## config.mk

```make
export PLATFORM = sky130hd
export DESIGN_NAME = seven_segment_value_updater_core
export DESIGN_NICKNAME = d
export VERILOG_FILES = /design/src/hdl/ssvu_pkg.sv /design/src/hdl/ssvu_front.sv /design/src/hdl/ssvu_queue.sv /design/src/hdl/ssvu_back.sv /design/src/hdl/seven_segment_value_updater_core.sv
export SDC_FILE = /design/constraint.sdc
export NUM_CORES = 1
export LEC_CHECK = 0
export ABC_CLOCK_PERIOD_IN_PS = 8800
export BUFFER_PORTS_ARGS = -buffer_cell sky130_fd_sc_hd__buf_2
export CAP_MARGIN = 15
export CORE_MARGIN = 2
export CORE_UTILIZATION = 45
export CTS_CLUSTER_SIZE = 40
export DETAILED_ROUTE_END_ITERATION = 10
export SLEW_MARGIN = 15
export SYNTH_ARGS = -nofsm -noshare
export SYNTH_HDL_FRONTEND = slang
export SYNTH_SLANG_ARGS = --single-unit
```

## constraint.sdc

```tcl
create_clock -name clk -period 8.8 [get_ports clk]
set_clock_uncertainty 0.2 [all_clocks]
set_input_delay 0.88 -clock clk [delete_from_list [all_inputs] [get_ports clk]]
set_output_delay 0.88 -clock clk [all_outputs]
set_load 0.01 [all_outputs]
```

## src/hdl/ssvu_pkg.sv

```systemverilog
package ssvu_pkg;

  // Fixed field widths
  localparam int unsigned VALUE_W = 16;
  localparam int unsigned COUNT_W = 3;
  localparam int unsigned ORIGIN_W = 9;
  localparam int unsigned PITCH_W = 8;
  localparam int unsigned X_W = 11;
  localparam int unsigned SEG_W = 7;
  localparam int unsigned ADDR_W = 4;
  localparam int unsigned DATA_W = 32;
  localparam int unsigned OUT_TDATA_W = 32;

  // Register indexes (paddr[3:2])
  localparam logic [1:0] REG_DIGIT_COUNT = 2'd0;
  localparam logic [1:0] REG_ORIGIN_X = 2'd1;
  localparam logic [1:0] REG_DIGIT_PITCH = 2'd2;

  // Register reset values
  localparam logic [COUNT_W-1:0] DIGIT_COUNT_RST = 3'd5;
  localparam logic [ORIGIN_W-1:0] ORIGIN_X_RST = 9'd0;
  localparam logic [PITCH_W-1:0] DIGIT_PITCH_RST = 8'd70;

  // Stored code after reset: all segments lit, digit eight
  localparam logic [SEG_W-1:0] SEG_EIGHT = 7'h7F;

  // Divide by ten: q = (v * RECIP_10) >> RECIP_SHIFT, exact for 16-bit v
  localparam logic [15:0] RECIP_10 = 16'd52429;
  localparam int unsigned RECIP_SHIFT = 19;

  typedef struct packed {
    logic [COUNT_W-1:0]  digit_count;
    logic [ORIGIN_W-1:0] origin_x;
    logic [PITCH_W-1:0]  digit_pitch;
  } ssvu_cfg_t;

  // One update job handed from the front to the back
  typedef struct packed {
    logic [VALUE_W-1:0] value;
    logic [COUNT_W-1:0] count;
  } ssvu_job_t;

  // Segment code of a decimal digit
  function automatic logic [SEG_W-1:0] seg_code(input logic [3:0] digit);
    logic [SEG_W-1:0] code;
    case (digit)
      4'd0: code = 7'h3F;
      4'd1: code = 7'h03;
      4'd2: code = 7'h76;
      4'd3: code = 7'h67;
      4'd4: code = 7'h4B;
      4'd5: code = 7'h6D;
      4'd6: code = 7'h7D;
      4'd7: code = 7'h07;
      4'd8: code = 7'h7F;
      4'd9: code = 7'h6F;
      default: code = 7'h00;
    endcase
    return code;
  endfunction

endpackage

```

## src/hdl/ssvu_front.sv

```systemverilog
module ssvu_front #(
  parameter int unsigned MAX_DIGITS = 5
) (
  input  logic                           clk,
  input  logic                           rst,
  // APB register port
  input  logic                           psel,
  input  logic                           penable,
  input  logic                           pwrite,
  input  logic [ssvu_pkg::ADDR_W-1:0]    paddr,
  input  logic [ssvu_pkg::DATA_W-1:0]    pwdata,
  output logic [ssvu_pkg::DATA_W-1:0]    prdata,
  output logic                           pready,
  // input stream
  input  logic                           s_tvalid,
  output logic                           s_tready,
  input  logic [ssvu_pkg::VALUE_W-1:0]   s_tdata,   // [15:0] value
  // to the queue
  output logic                           push,
  output ssvu_pkg::ssvu_job_t            push_job,
  input  logic                           q_full,
  output ssvu_pkg::ssvu_cfg_t            cfg
);

  localparam logic [ssvu_pkg::COUNT_W-1:0] MAX_CNT = ssvu_pkg::COUNT_W'(MAX_DIGITS);

  logic                            wr_en;
  logic [ssvu_pkg::COUNT_W-1:0]    eff_count;

  assign pready = 1'b1;
  assign wr_en = psel && penable && pwrite;

  // Register file
  always_ff @(posedge clk) begin
    if (rst) begin
      cfg.digit_count <= ssvu_pkg::DIGIT_COUNT_RST;
      cfg.origin_x <= ssvu_pkg::ORIGIN_X_RST;
      cfg.digit_pitch <= ssvu_pkg::DIGIT_PITCH_RST;
    end else if (wr_en) begin
      case (paddr[3:2])
        ssvu_pkg::REG_DIGIT_COUNT: cfg.digit_count <= pwdata[ssvu_pkg::COUNT_W-1:0];
        ssvu_pkg::REG_ORIGIN_X: cfg.origin_x <= pwdata[ssvu_pkg::ORIGIN_W-1:0];
        ssvu_pkg::REG_DIGIT_PITCH: cfg.digit_pitch <= pwdata[ssvu_pkg::PITCH_W-1:0];
        default: ;
      endcase
    end
  end

  // Read back
  always_comb begin
    case (paddr[3:2])
      ssvu_pkg::REG_DIGIT_COUNT:
        prdata = ssvu_pkg::DATA_W'(cfg.digit_count);
      ssvu_pkg::REG_ORIGIN_X:
        prdata = ssvu_pkg::DATA_W'(cfg.origin_x);
      ssvu_pkg::REG_DIGIT_PITCH:
        prdata = ssvu_pkg::DATA_W'(cfg.digit_pitch);
      default:
        prdata = '0;
    endcase
  end

  // Clamp the digit count; drop items that update no digit
  assign eff_count = (cfg.digit_count > MAX_CNT) ? MAX_CNT : cfg.digit_count;
  assign s_tready = !q_full;
  assign push = s_tvalid && s_tready && (eff_count != '0);
  assign push_job.value = s_tdata;
  assign push_job.count = eff_count;

endmodule

```

## src/hdl/ssvu_queue.sv

```systemverilog
module ssvu_queue (
  input  logic                clk,
  input  logic                rst,
  input  logic                push,
  input  ssvu_pkg::ssvu_job_t push_job,
  output logic                full,
  input  logic                pop,
  output logic                valid,
  output ssvu_pkg::ssvu_job_t pop_job
);

  ssvu_pkg::ssvu_job_t entry [2];
  logic       wr_ptr;
  logic       rd_ptr;
  logic [1:0] fill;

  assign full = (fill == 2'd2);
  assign valid = (fill != 2'd0);
  assign pop_job = entry[rd_ptr];

  // Store incoming jobs
  always_ff @(posedge clk) begin
    if (push) begin
      entry[wr_ptr] <= push_job;
    end
  end

  // Advance pointers and fill level
  always_ff @(posedge clk) begin
    if (rst) begin
      wr_ptr <= 1'b0;
      rd_ptr <= 1'b0;
      fill <= 2'd0;
    end else begin
      if (push) wr_ptr <= !wr_ptr;
      if (pop) rd_ptr <= !rd_ptr;
      case ({push, pop})
        2'b10: fill <= fill + 2'd1;
        2'b01: fill <= fill - 2'd1;
        default: ;
      endcase
    end
  end

endmodule

```

## src/hdl/ssvu_back.sv

```systemverilog
module ssvu_back #(
  parameter int unsigned MAX_DIGITS = 5
) (
  input  logic                                clk,
  input  logic                                rst,
  input  ssvu_pkg::ssvu_cfg_t                 cfg,
  // from the queue
  input  logic                                q_valid,
  input  ssvu_pkg::ssvu_job_t                 q_job,
  output logic                                pop,
  // output stream
  output logic                                m_tvalid,
  input  logic                                m_tready,
  output logic [ssvu_pkg::OUT_TDATA_W-1:0]    m_tdata,
  output logic                                m_tlast
);

  localparam int unsigned IDX_W = (MAX_DIGITS > 1) ? $clog2(MAX_DIGITS) : 1;

  logic                          busy;
  logic [ssvu_pkg::VALUE_W-1:0]  rest;
  logic [ssvu_pkg::COUNT_W-1:0]  idx;
  logic [ssvu_pkg::COUNT_W-1:0]  cnt;
  logic [ssvu_pkg::X_W-1:0]      x;
  logic [ssvu_pkg::SEG_W-1:0]    prev [MAX_DIGITS];

  logic                          out_free;
  logic                          step;
  logic                          final_digit;
  logic [31:0]                   prod;
  logic [ssvu_pkg::VALUE_W-1:0]  quot;
  logic [ssvu_pkg::VALUE_W-1:0]  rem;
  logic [ssvu_pkg::SEG_W-1:0]    now_code;
  logic [ssvu_pkg::SEG_W-1:0]    before_code;

  assign out_free = !m_tvalid || m_tready;
  assign step = busy && out_free;
  assign pop = !busy && q_valid;
  assign final_digit = ((idx + 3'd1) == cnt);

  // One division by ten per digit
  assign prod = 32'(rest) * 32'(ssvu_pkg::RECIP_10);
  assign quot = ssvu_pkg::VALUE_W'(prod[31:ssvu_pkg::RECIP_SHIFT]);
  assign rem = rest - ((quot << 3) + (quot << 1));
  assign now_code = ssvu_pkg::seg_code(rem[3:0]);
  assign before_code = prev[idx[IDX_W-1:0]];

  // Digit sequencer
  always_ff @(posedge clk) begin
    if (rst) begin
      busy <= 1'b0;
    end else if (pop) begin
      busy <= 1'b1;
    end else if (step && final_digit) begin
      busy <= 1'b0;
    end
  end

  always_ff @(posedge clk) begin
    if (pop) begin
      rest <= q_job.value;
      cnt <= q_job.count;
      idx <= '0;
      x <= ssvu_pkg::X_W'(cfg.origin_x);
    end else if (step) begin
      rest <= quot;
      idx <= idx + 3'd1;
      x <= x + ssvu_pkg::X_W'(cfg.digit_pitch);
    end
  end

  // Previous codes per position
  always_ff @(posedge clk) begin
    if (rst) begin
      for (int i = 0; i < int'(MAX_DIGITS); i++) begin
        prev[i] <= ssvu_pkg::SEG_EIGHT;
      end
    end else if (step) begin
      prev[idx[IDX_W-1:0]] <= now_code;
    end
  end

  // Output register
  always_ff @(posedge clk) begin
    if (rst) begin
      m_tvalid <= 1'b0;
    end else if (step) begin
      m_tvalid <= 1'b1;
    end else if (m_tready) begin
      m_tvalid <= 1'b0;
    end
  end

  always_ff @(posedge clk) begin
    if (step) begin
      m_tdata <= {4'd0, now_code, before_code & ~now_code, x, idx};
      m_tlast <= final_digit;
    end
  end

  // Checks
  a_busy_count: assert property (@(posedge clk) disable iff (rst)
    busy |-> (cnt != '0) && (idx < cnt))
    else $error("digit index out of range while busy");

  a_done_on_last: assert property (@(posedge clk) disable iff (rst)
    (step && final_digit) |=> !busy && m_tvalid && m_tlast)
    else $error("sequencer did not finish on final digit");

  a_no_pop_busy: assert property (@(posedge clk) disable iff (rst)
    busy |-> !pop)
    else $error("queue popped while a job is running");

endmodule

```

## src/hdl/seven_segment_value_updater_core.sv

```systemverilog
// An accepted item's first digit passes through the queue, a load into the back
// sequencer and the output register; then one digit per cycle while the output is taken.
// Each item takes a load step plus one divide-by-ten step per digit in the back
// sequencer; a 2-entry queue buffers items ahead while a job runs, until it is full.
// Reset: digit_count 5, origin_x 0, digit_pitch 70, all stored codes 0x7F
// (digit eight), queue and output empty.
module seven_segment_value_updater_core #(
  parameter int unsigned MAX_DIGITS = 5
) (
  input  logic                                clk,
  input  logic                                rst,
  input  logic                                psel,
  input  logic                                penable,
  input  logic                                pwrite,
  input  logic [ssvu_pkg::ADDR_W-1:0]         paddr,
  input  logic [ssvu_pkg::DATA_W-1:0]         pwdata,
  output logic [ssvu_pkg::DATA_W-1:0]         prdata,
  output logic                                pready,
  input  logic                                s_tvalid,
  output logic                                s_tready,
  input  logic [ssvu_pkg::VALUE_W-1:0]        s_tdata,  // [15:0] value
  output logic                                m_tvalid,
  input  logic                                m_tready,
  // [2:0] digit_index, [13:3] x_pos, [20:14] erase_mask, [27:21] draw_mask
  output logic [ssvu_pkg::OUT_TDATA_W-1:0]    m_tdata,
  output logic                                m_tlast
);

  ssvu_pkg::ssvu_cfg_t cfg;
  ssvu_pkg::ssvu_job_t push_job;
  ssvu_pkg::ssvu_job_t pop_job;
  logic                push;
  logic                pop;
  logic                q_full;
  logic                q_valid;

  ssvu_front #(.MAX_DIGITS(MAX_DIGITS)) u_front (
    .clk      (clk),
    .rst      (rst),
    .psel     (psel),
    .penable  (penable),
    .pwrite   (pwrite),
    .paddr    (paddr),
    .pwdata   (pwdata),
    .prdata   (prdata),
    .pready   (pready),
    .s_tvalid (s_tvalid),
    .s_tready (s_tready),
    .s_tdata  (s_tdata),
    .push     (push),
    .push_job (push_job),
    .q_full   (q_full),
    .cfg      (cfg)
  );

  ssvu_queue u_queue (
    .clk      (clk),
    .rst      (rst),
    .push     (push),
    .push_job (push_job),
    .full     (q_full),
    .pop      (pop),
    .valid    (q_valid),
    .pop_job  (pop_job)
  );

  ssvu_back #(.MAX_DIGITS(MAX_DIGITS)) u_back (
    .clk      (clk),
    .rst      (rst),
    .cfg      (cfg),
    .q_valid  (q_valid),
    .q_job    (pop_job),
    .pop      (pop),
    .m_tvalid (m_tvalid),
    .m_tready (m_tready),
    .m_tdata  (m_tdata),
    .m_tlast  (m_tlast)
  );

endmodule
```

== Word-level counts from Yosys, hierarchy flattened ==
Memory sizes are Yosys's and may differ from the RTL's. A register that Yosys moved wholly into a read port is not among the register bits.
Cells that the tools add are included.

* Register bits: 88
* Bits in writable memories: 73
* Bits in read-only memories: 112
* Bits of input ports: 59
* Output and inout port bits: 68
* Memories: 3

{| class="wikitable"
|+ Memory list
! memory !! words !! width !! read ports !! clocked after memory_dff !! wr ports !! RTL line !! RTL
|-
| (name not given) || 16 || 7 || 1 || 0 || 0 || ssvu_pkg.sv:46 || <nowiki>case (digit)</nowiki>
|-
| u_queue.entry || 2 || 19 || 1 || 1 || 1 || ssvu_queue.sv:12 || <nowiki>ssvu_pkg::ssvu_job_t entry [2];</nowiki>
|-
| u_back.prev || 5 || 7 || 1 || 1 || 5 || ssvu_back.sv:25 || <nowiki>logic [ssvu_pkg::SEG_W-1:0] prev [MAX_DIGITS];</nowiki>
|}

* Add/sub/neg operators: 6
* Multipliers: 1
* $lt $le $gt $ge: 1
* Equal/unequal tests: 6
* Multiplexer cells: 25
* Bitwise gates (word level): 2
* Reduce and logical (&&, ||, !) cells: 24

{| class="wikitable"
|+ Operator list
! operator !! count
|-
| multiplier 16 x 16 -> 32 bit, second input constant || 1
|-
| 2-to-1 mux 16 bit || 2
|-
| case mux 9 bit (3 select lines) || 1
|-
| 2-to-1 mux 9 bit || 2
|-
| 2-to-1 mux 1 bit || 14
|-
| 2-to-1 mux 3 bit || 4
|-
| adder 11 x 8 -> 11 bit || 1
|-
| nonzero test 2 bit || 5
|-
| bitwise AND 7 bit || 1
|-
| logical AND 1 bit || 7
|-
| 2-to-1 mux 7 bit || 1
|-
| NOT 7 bit || 1
|-
| OR reduction 7 bit || 1
|-
| equality test 2 bit, second input constant || 3
|-
| AND reduction 2 bit || 3
|-
| zero test 1 bit || 5
|-
| adder 4 bit || 1
|-
| equality test 2 x 1 -> 1 bit, second input constant || 2
|-
| case mux 2 bit (2 select lines) || 1
|-
| subtractor 4 bit || 1
|-
| adder 3 x 1 -> 3 bit, second input constant || 1
|-
| equality test 3 bit || 1
|-
| > comparator 3 bit, second input constant || 1
|-
| nonzero test 3 bit || 1
|-
| other kinds (4) || 4
|}

== Logic depth before layout (Yosys ltp) ==
Gate-level depths: netlist (run 1).

* Depth after elaboration: 8
* Mapped depth: 30

== Cells and area by module ==
Synthesis (run 1) repeated with hierarchy kept, for this count alone.

* Cell total of the unflattened synthesis: 1068
* Area total of the unflattened synthesis: 12723.5 um2

{| class="wikitable"
|+ By module, submodules not included
! module !! instances !! cells an instance !! area each (um2)
|-
| ssvu_back || 1 || 838 || 9829.4
|-
| ssvu_queue || 1 || 81 || 1575.3
|-
| ssvu_front || 1 || 149 || 1318.8
|}

== Worst setup path after synthesis (run 1) ==
Ideal clock, no wire load.

* Path kind: register -> register
* From: register u_back.rest[10] (netlist name)
* To: register u_back.m_tdata[26] (netlist name) (data pin)
* Arrival: 6849 ps
* Data required time: 8329 ps
* Path slack: 1479 ps
* Stages on the path, launching flop included: 28
* Clock period less this slack: 7321 ps
* Cells stage by stage: edfxtp_1 ha_1 ha_1 inv_1 fa_1 inv_1 fa_1 fa_1 inv_1 fa_1 inv_1 ha_1 a21oi_1 a21boi_0 a311o_1 o21ai_4 o21bai_1 xor2_1 ha_1 nor3b_1 or4b_1 and3_1 o211ai_2 xnor2_2 xnor2_4 mux2i_2 buf_6 nand2_1

* Word-level cells in the longest chain between the ends: 4

{| class="wikitable"
|+ RTL lines
! item !! RTL line !! RTL
|-
| start: declaration || ssvu_back.sv:21 || <nowiki>logic [ssvu_pkg::VALUE_W-1:0] rest;</nowiki>
|-
| start signal: assignment || ssvu_back.sv:61 || <nowiki>rest <= q_job.value;</nowiki>
|-
| start signal: assignment || ssvu_back.sv:66 || <nowiki>rest <= quot;</nowiki>
|-
| multiplier 16 x 16 -> 32 bit || ssvu_back.sv:42 || <nowiki>assign prod = 32'(rest) * 32'(ssvu_pkg::RECIP_10);</nowiki>
|-
| adder 4 bit || ssvu_back.sv:44 || <nowiki>assign rem = rest - ((quot << 3) + (quot << 1));</nowiki>
|-
| subtractor 4 bit || ssvu_back.sv:44 ||
|-
| memory read (16 x 7 bit) || n/a ||
|-
| net u_back.now_code (one bit) || ssvu_back.sv:33 || <nowiki>logic [ssvu_pkg::SEG_W-1:0] now_code;</nowiki>
|-
| end signal: assignment || ssvu_back.sv:96 || <nowiki>m_tdata <= {4'd0, now_code, before_code & ~now_code, x, idx};</nowiki>
|-
| end: declaration || ssvu_back.sv:14 || <nowiki>output logic [ssvu_pkg::OUT_TDATA_W-1:0] m_tdata,</nowiki>
|}

The timed path passes the listed nets, and every way through them passes these cells.
A chain may end at the register's enable or synchronous reset.

== Final worst setup path (run 1) ==
* From: register u_back.rest[11] (netlist name)
* To: register u_back.m_tdata[24] (netlist name) (data pin)

The elaborated chain is that of the path after synthesis.

==> flow_summary.ini, run 1 <==
[critical_path]
reg2reg_from = u_back.rest[11]
crit_type = flop to flop
path_depth = 26
arrival_ns = 8.03
crit_path_start_kind = flop
cp_slowest_cell = edfxtp_1
startpoint = u_back.rest[11]
regToRegEndpoint = u_back.m_tdata[24]
regToRegSetupSlack_ns = 0.71
crit_buf_inv = 4
cp.required_ns = 8.74
crit_fanout = 10
rr_worst_depth = 26
cp_top_family = adder cells
crit_end = u_back.m_tdata[24]
critPathCaptureType = flop
cpPeakStageDelay_ns = 0.55

[route]
top_layer = met4
antenna_left = 0
wl_met1_um = 11500
drc = 0
finalWirelength_um = 23700
wl_met2_um = 11400
vias = 7369
drt_iter0_drc = 349
wl_met3_um = 556
dr.pass1.iters = 5
drt-vias-per-instance = 4.87
avgRoutedWirePerCell_um = 15.6

[place]
io_buffer_count = 73
dpl-instance-area_um2 = 13200
globalplace.congestion = 0.848
dp_hpwl_um = 18300

[yosys]
async_reset_ff_frac = 0
ys.flop_type = edfxtp_1
synth_compound_area_frac = 0.0548
seq_area_frac_synth = 0.418
synthSimpleGateAreaFrac = 0.0802
synthCells = 1050
synth_xor_area_frac = 0.0298
synth.area.mux_share = 0.0605
synth_top_family_by_area = adder cells
synth-seq-cells = 186
synth_cell_types = 60
synth_edf_count = 151
syn_area_um2 = 12500
synthAdderAreaFrac = 0.279
avgSynthCellArea_um2 = 11.9
synth_warnings = 0

[timing]
max_freq_ghz = 0.124
min_period_over_period = 0.919
hold_viol_final = 0
tns_ns = 0
tightest_slew_ns = 1.12
rsz0062_at_grt = false
setup-violations-final = 0
fin_crit_ns = 8.09
slew_violations = 0
relSlewSlack = 0.253

[clock_tree]
cts.sink_count = 186
clk_pin_slew_ns = 0.08
htreeDepth = 4
numCtsBuffers = 17
cts_hold_buf = 0
clock_path_buffers = 2
clock-root-buffer = clkbuf_16
insertion_delay_ns = 0.43
post_cts_buffers = 0
cts_resized = 0
cts_tree = done

[grt]
gr-usage-all-layers = 0.173
grt_pass1_wl_um = 38800
grt_pass1_vias = 7327
gr-total-overflow = 0
grt_max_degree = 37
antenna_found_initial = 0

[final_layout]
insertedDiodeCount = 0
final_util = 0.500
drive_above_1_share = 0.135
syn_to_final_growth_pct = 10.2
stdcell_area_um2 = 13800
nNetsFinal = 1412

[die]
rows = 61
die_area_um2 = 29200
die_h_um = 171
io_pins = 127
core_area_um2 = 27600
initial_core_util = 0.454
chipWidth_um = 171

[job]
drv_cap = 0

[outcome]
status = completed

[worst_hold_path]
min_path_type = flop to flop
==> worst min path at each step <==
| stage | slack [ns] | cells past startpoint | startpoint | end |
|---|---|---|---|---|
| 6_report | 0.26 | 0 | u_back.x[5] | u_back.m_tdata[8] |
| 5_1_grt | 0.28 | 0 | u_back.x[2] | u_back.m_tdata[5] |
| 4_1_cts | 0.26 | 0 | u_back.x[5] | u_back.m_tdata[8] |
| 3_5_place_dp | 0.24 | 0 | u_back.x[10] | u_back.m_tdata[13] |
| 3_3_place_gp | 0.24 | 0 | u_back.x[10] | u_back.m_tdata[13] |
| 2_1_floorplan | 0.21 | 0 | u_back.idx[2] | u_back.m_tdata[2] |
==> synth_stat cells, drive strengths merged (14+ instances only) <==
master | instances | area share
a21oi | 32 | 0.013
buf | 35 | 0.019
clkbuf | 18 | 0.0054
dfxtp | 35 | 0.056
edfxtp | 151 | 0.36
fa | 81 | 0.13
ha | 149 | 0.15
inv | 175 | 0.052
mux2i | 34 | 0.028
mux4 | 14 | 0.025
nand2 | 58 | 0.017
nand3 | 26 | 0.010
nor2 | 59 | 0.018
nor2b | 16 | 0.0080
o21ai | 23 | 0.010
xnor2 | 23 | 0.018
xor2 | 14 | 0.0098
==> sequential cells by signal (all words and copies together) (netlist names), named ones only <==
name,cells
u_back.prev,56
u_queue.entry,38
u_back.m_tdata,28
u_front.cfg,20
u_back.rest,16
u_back.x,11
u_back.cnt,3
u_back.idx,3
u_queue.fill,2
u_back.busy,1
u_back.m_tlast,1
u_back.m_tvalid,1
u_queue.rd_ptr,1
u_queue.wr_ptr,1
==> stage by stage <==
stage	std cells	hold slack, ns	setup WS, ns
detailed placement	1482	0.242	0.724
global route	1514	0.275	0.276
global placement	1482	0.245	0.788
CTS	1514	0.263	0.688
finish	1514	0.259	0.709
floorplan	1076	0.206	1.48
==> logic make-up after synthesis <==
family	Yosys count
muxes	56
adders and majority gates	230
buffers and inverters	228
DFF	186
AOI/OAI and AO/OA	102
other	2
xor gates and xnor gates	38
and+or+nand+nor	208
==> layout make-up <==
class                      count  area (um^2)
clock buffer                  17          425
clock inverter                15          158
multi-input combinational    662         6410
timing repair buffer          81          425
sequential                   186         5240
fill                        2413        13800
tap                          378          473
inverter                     175          657
==> cell usage in the layout, fill, tap and decap left out, types with 8 or more instances in the layout <==
master / count
clkbuf_16: 17
inv_1: 175
conb_1: 28
dfxtp_1: 35
ha_1: 149
xor2_1: 14
edfxtp_1: 151
o21ai_0: 20
mux2i_1: 31
xnor2_1: 21
buf_4: 8
a21oi_1: 31
fa_1: 81
nand2_1: 58
mux4_2: 14
nand2b_1: 9
buf_2: 73
nor2b_1: 16
nor2_1: 59
mux2_2: 8
nand3_1: 26
==> metal layers <==
metal  global-route usage  vias to the layer above
li1                     -                     3671
met1                0.246                     3581
met2                0.284                      101
met3               0.0243                       16
met4               0.0372                        0
met5                    0                        -
Power of run 1 is left out: the tool's default activity adds up to more than one toggle a clock period on the data nets, which glitch-free logic cannot reach.
==> run 2: changes to the inputs <==
--- a/config.mk
+++ b/config.mk
@@ -9,7 +9,7 @@
 export BUFFER_PORTS_ARGS = -buffer_cell sky130_fd_sc_hd__buf_2
 export CAP_MARGIN = 15
 export CORE_MARGIN = 2
-export CORE_UTILIZATION = 45
+export CORE_UTILIZATION = 38
 export CTS_CLUSTER_SIZE = 40
 export DETAILED_ROUTE_END_ITERATION = 10
 export SLEW_MARGIN = 15
==> run 2 against run 1 <==
Sequential cell count unchanged. Maximum frequency fell by 3.5%. Register-to-register slack got worse by 0.29 ns. Hold slack about the same. Global-route usage is 2.6 points lower. Worst setup slack lost 0.29 ns. Critical path depth is the same. Sequential share of layout area down 0.24 points. Die area grew 18%. Cell area rose by 0.64%. Largest cell class unchanged.
==> flow_summary.ini, run 2 (same netlist as run 1, synthesis figures left out) <==
[die]
core_area_um2 = 32500
rows = 66
die_area_um2 = 34400
chipWidth_um = 185
initial_core_util = 0.386
die_h_um = 185
io_pins = 127

[critical_path]
cp_slowest_cell = mux2i_2
cpPeakStageDelay_ns = 0.69
crit_fanout = 14
crit_type = flop to flop
arrival_ns = 8.29
crit_path_start_kind = flop
cp.required_ns = 8.71
critPathCaptureType = flop
rr_worst_depth = 26
cp_common_cell = fa_1

[worst_hold_path]
min_path_type = flop to flop
hold_depth = 0

[route]
drc = 0
vias = 7420
drt_iter0_drc = 340
avgRoutedWirePerCell_um = 15.3
dr.pass1.iters = 5
drt-vias-per-instance = 4.71
finalWirelength_um = 24200
antenna_left = 0

[timing]
tns_ns = 0
tightest_slew_ns = 1.09
hold_viol_final = 0
rsz0062_at_grt = false
slew_violations = 0
max_freq_ghz = 0.119
relSlewSlack = 0.271
fin_crit_ns = 8.38
min_period_over_period = 0.953
setup-violations-final = 0

[final_layout]
syn_to_final_growth_pct = 10.9
layout_common_cells = inv_1, edfxtp_1, ha_1
reg.largest.list = u_back.prev x56, u_queue.entry x38, u_back.m_tdata x28
final_common_cell = inv_1
insertedDiodeCount = 0
regMostFlops = u_back.prev
nNetsFinal = 1411
drive_above_1_share = 0.135
largest_reg_flops = 56

[clock_tree]
cts.sink_count = 186
clk_pin_slew_ns = 0.08
clock-root-buffer = clkbuf_16
clock_path_buffers = 2
post_cts_buffers = 0
numCtsBuffers = 17
cts_tree = done
cts_resized = 0
cts_hold_buf = 0
insertion_delay_ns = 0.43
htreeDepth = 4

[grt]
gr-usage-all-layers = 0.148
grt_max_degree = 37
gr-total-overflow = 0
antenna_found_initial = 0
grt_pass1_vias = 7599
grt_pass1_wl_um = 39300

[job]
drv_cap = 0

[place]
dp_hpwl_um = 18600
io_buffer_count = 73
globalplace.congestion = 0.890

[outcome]
status = completed
run 2: layout make-up:
cell class | instances | area (um^2)
Fill cell | 3059 | 18600
Multi-Input combinational cell | 662 | 6410
Sequential cell | 186 | 5240
Inverter | 175 | 657
Tap cell | 442 | 553
Clock buffer | 20 | 478
Timing Repair Buffer | 80 | 418
Clock inverter | 12 | 120
run 2: final timing paths:
check                                           to  slack [ns]            from
worst max register to register   u_back.prev[6][2]        0.42  u_back.rest[7]
worst min register to register  u_back.m_tdata[13]        0.26    u_back.x[10]
worst max-delay path             u_back.prev[6][2]        0.42  u_back.rest[7]
worst min-delay path            u_back.m_tdata[13]        0.26    u_back.x[10]
run 2: critical path: cells and delay by family, from the launching register on:
kind | cells | cell delay [ns]
multiplexers | 1 | 0.69
XOR/XNOR | 3 | 0.80
buffers and inverters | 4 | 0.24
adder cells (fa/ha/maj) | 8 | 3.50
AND/OR/NAND/NOR | 6 | 1.36
flip-flops | 1 | 0.54
AO/OA/AOI/OAI | 4 | 0.73
run 2: per-layer routing:
metal  wire length [um]  up-vias  track usage  share of wire
met4                312        0       0.0365          0.013
met3                839       21       0.0248          0.035
met1              11600     3604        0.201           0.48
met5                  0        -            0              0
li1                   -     3670            -              -
met2              11400      125        0.245           0.47
run 2: through the flow:
| stage | utilization | hold slack [ns] | instance area, um^2 | worst slack, ns | std cells |
|---|---|---|---|---|---|
| floorplan | - | 0.206 | 12600 | 1.48 | 1076 |
| global placement | 0.409 | 0.251 | 13300 | 0.538 | 1545 |
| detailed placement | 0.409 | 0.245 | 13300 | 0.462 | 1545 |
| CTS | 0.428 | 0.264 | 13900 | 0.445 | 1577 |
| global route | 0.428 | 0.269 | 13900 | 0.0307 | 1577 |
| finish | 0.428 | 0.258 | 13900 | 0.417 | 1577 |
Power of run 2 is left out for the same reason.
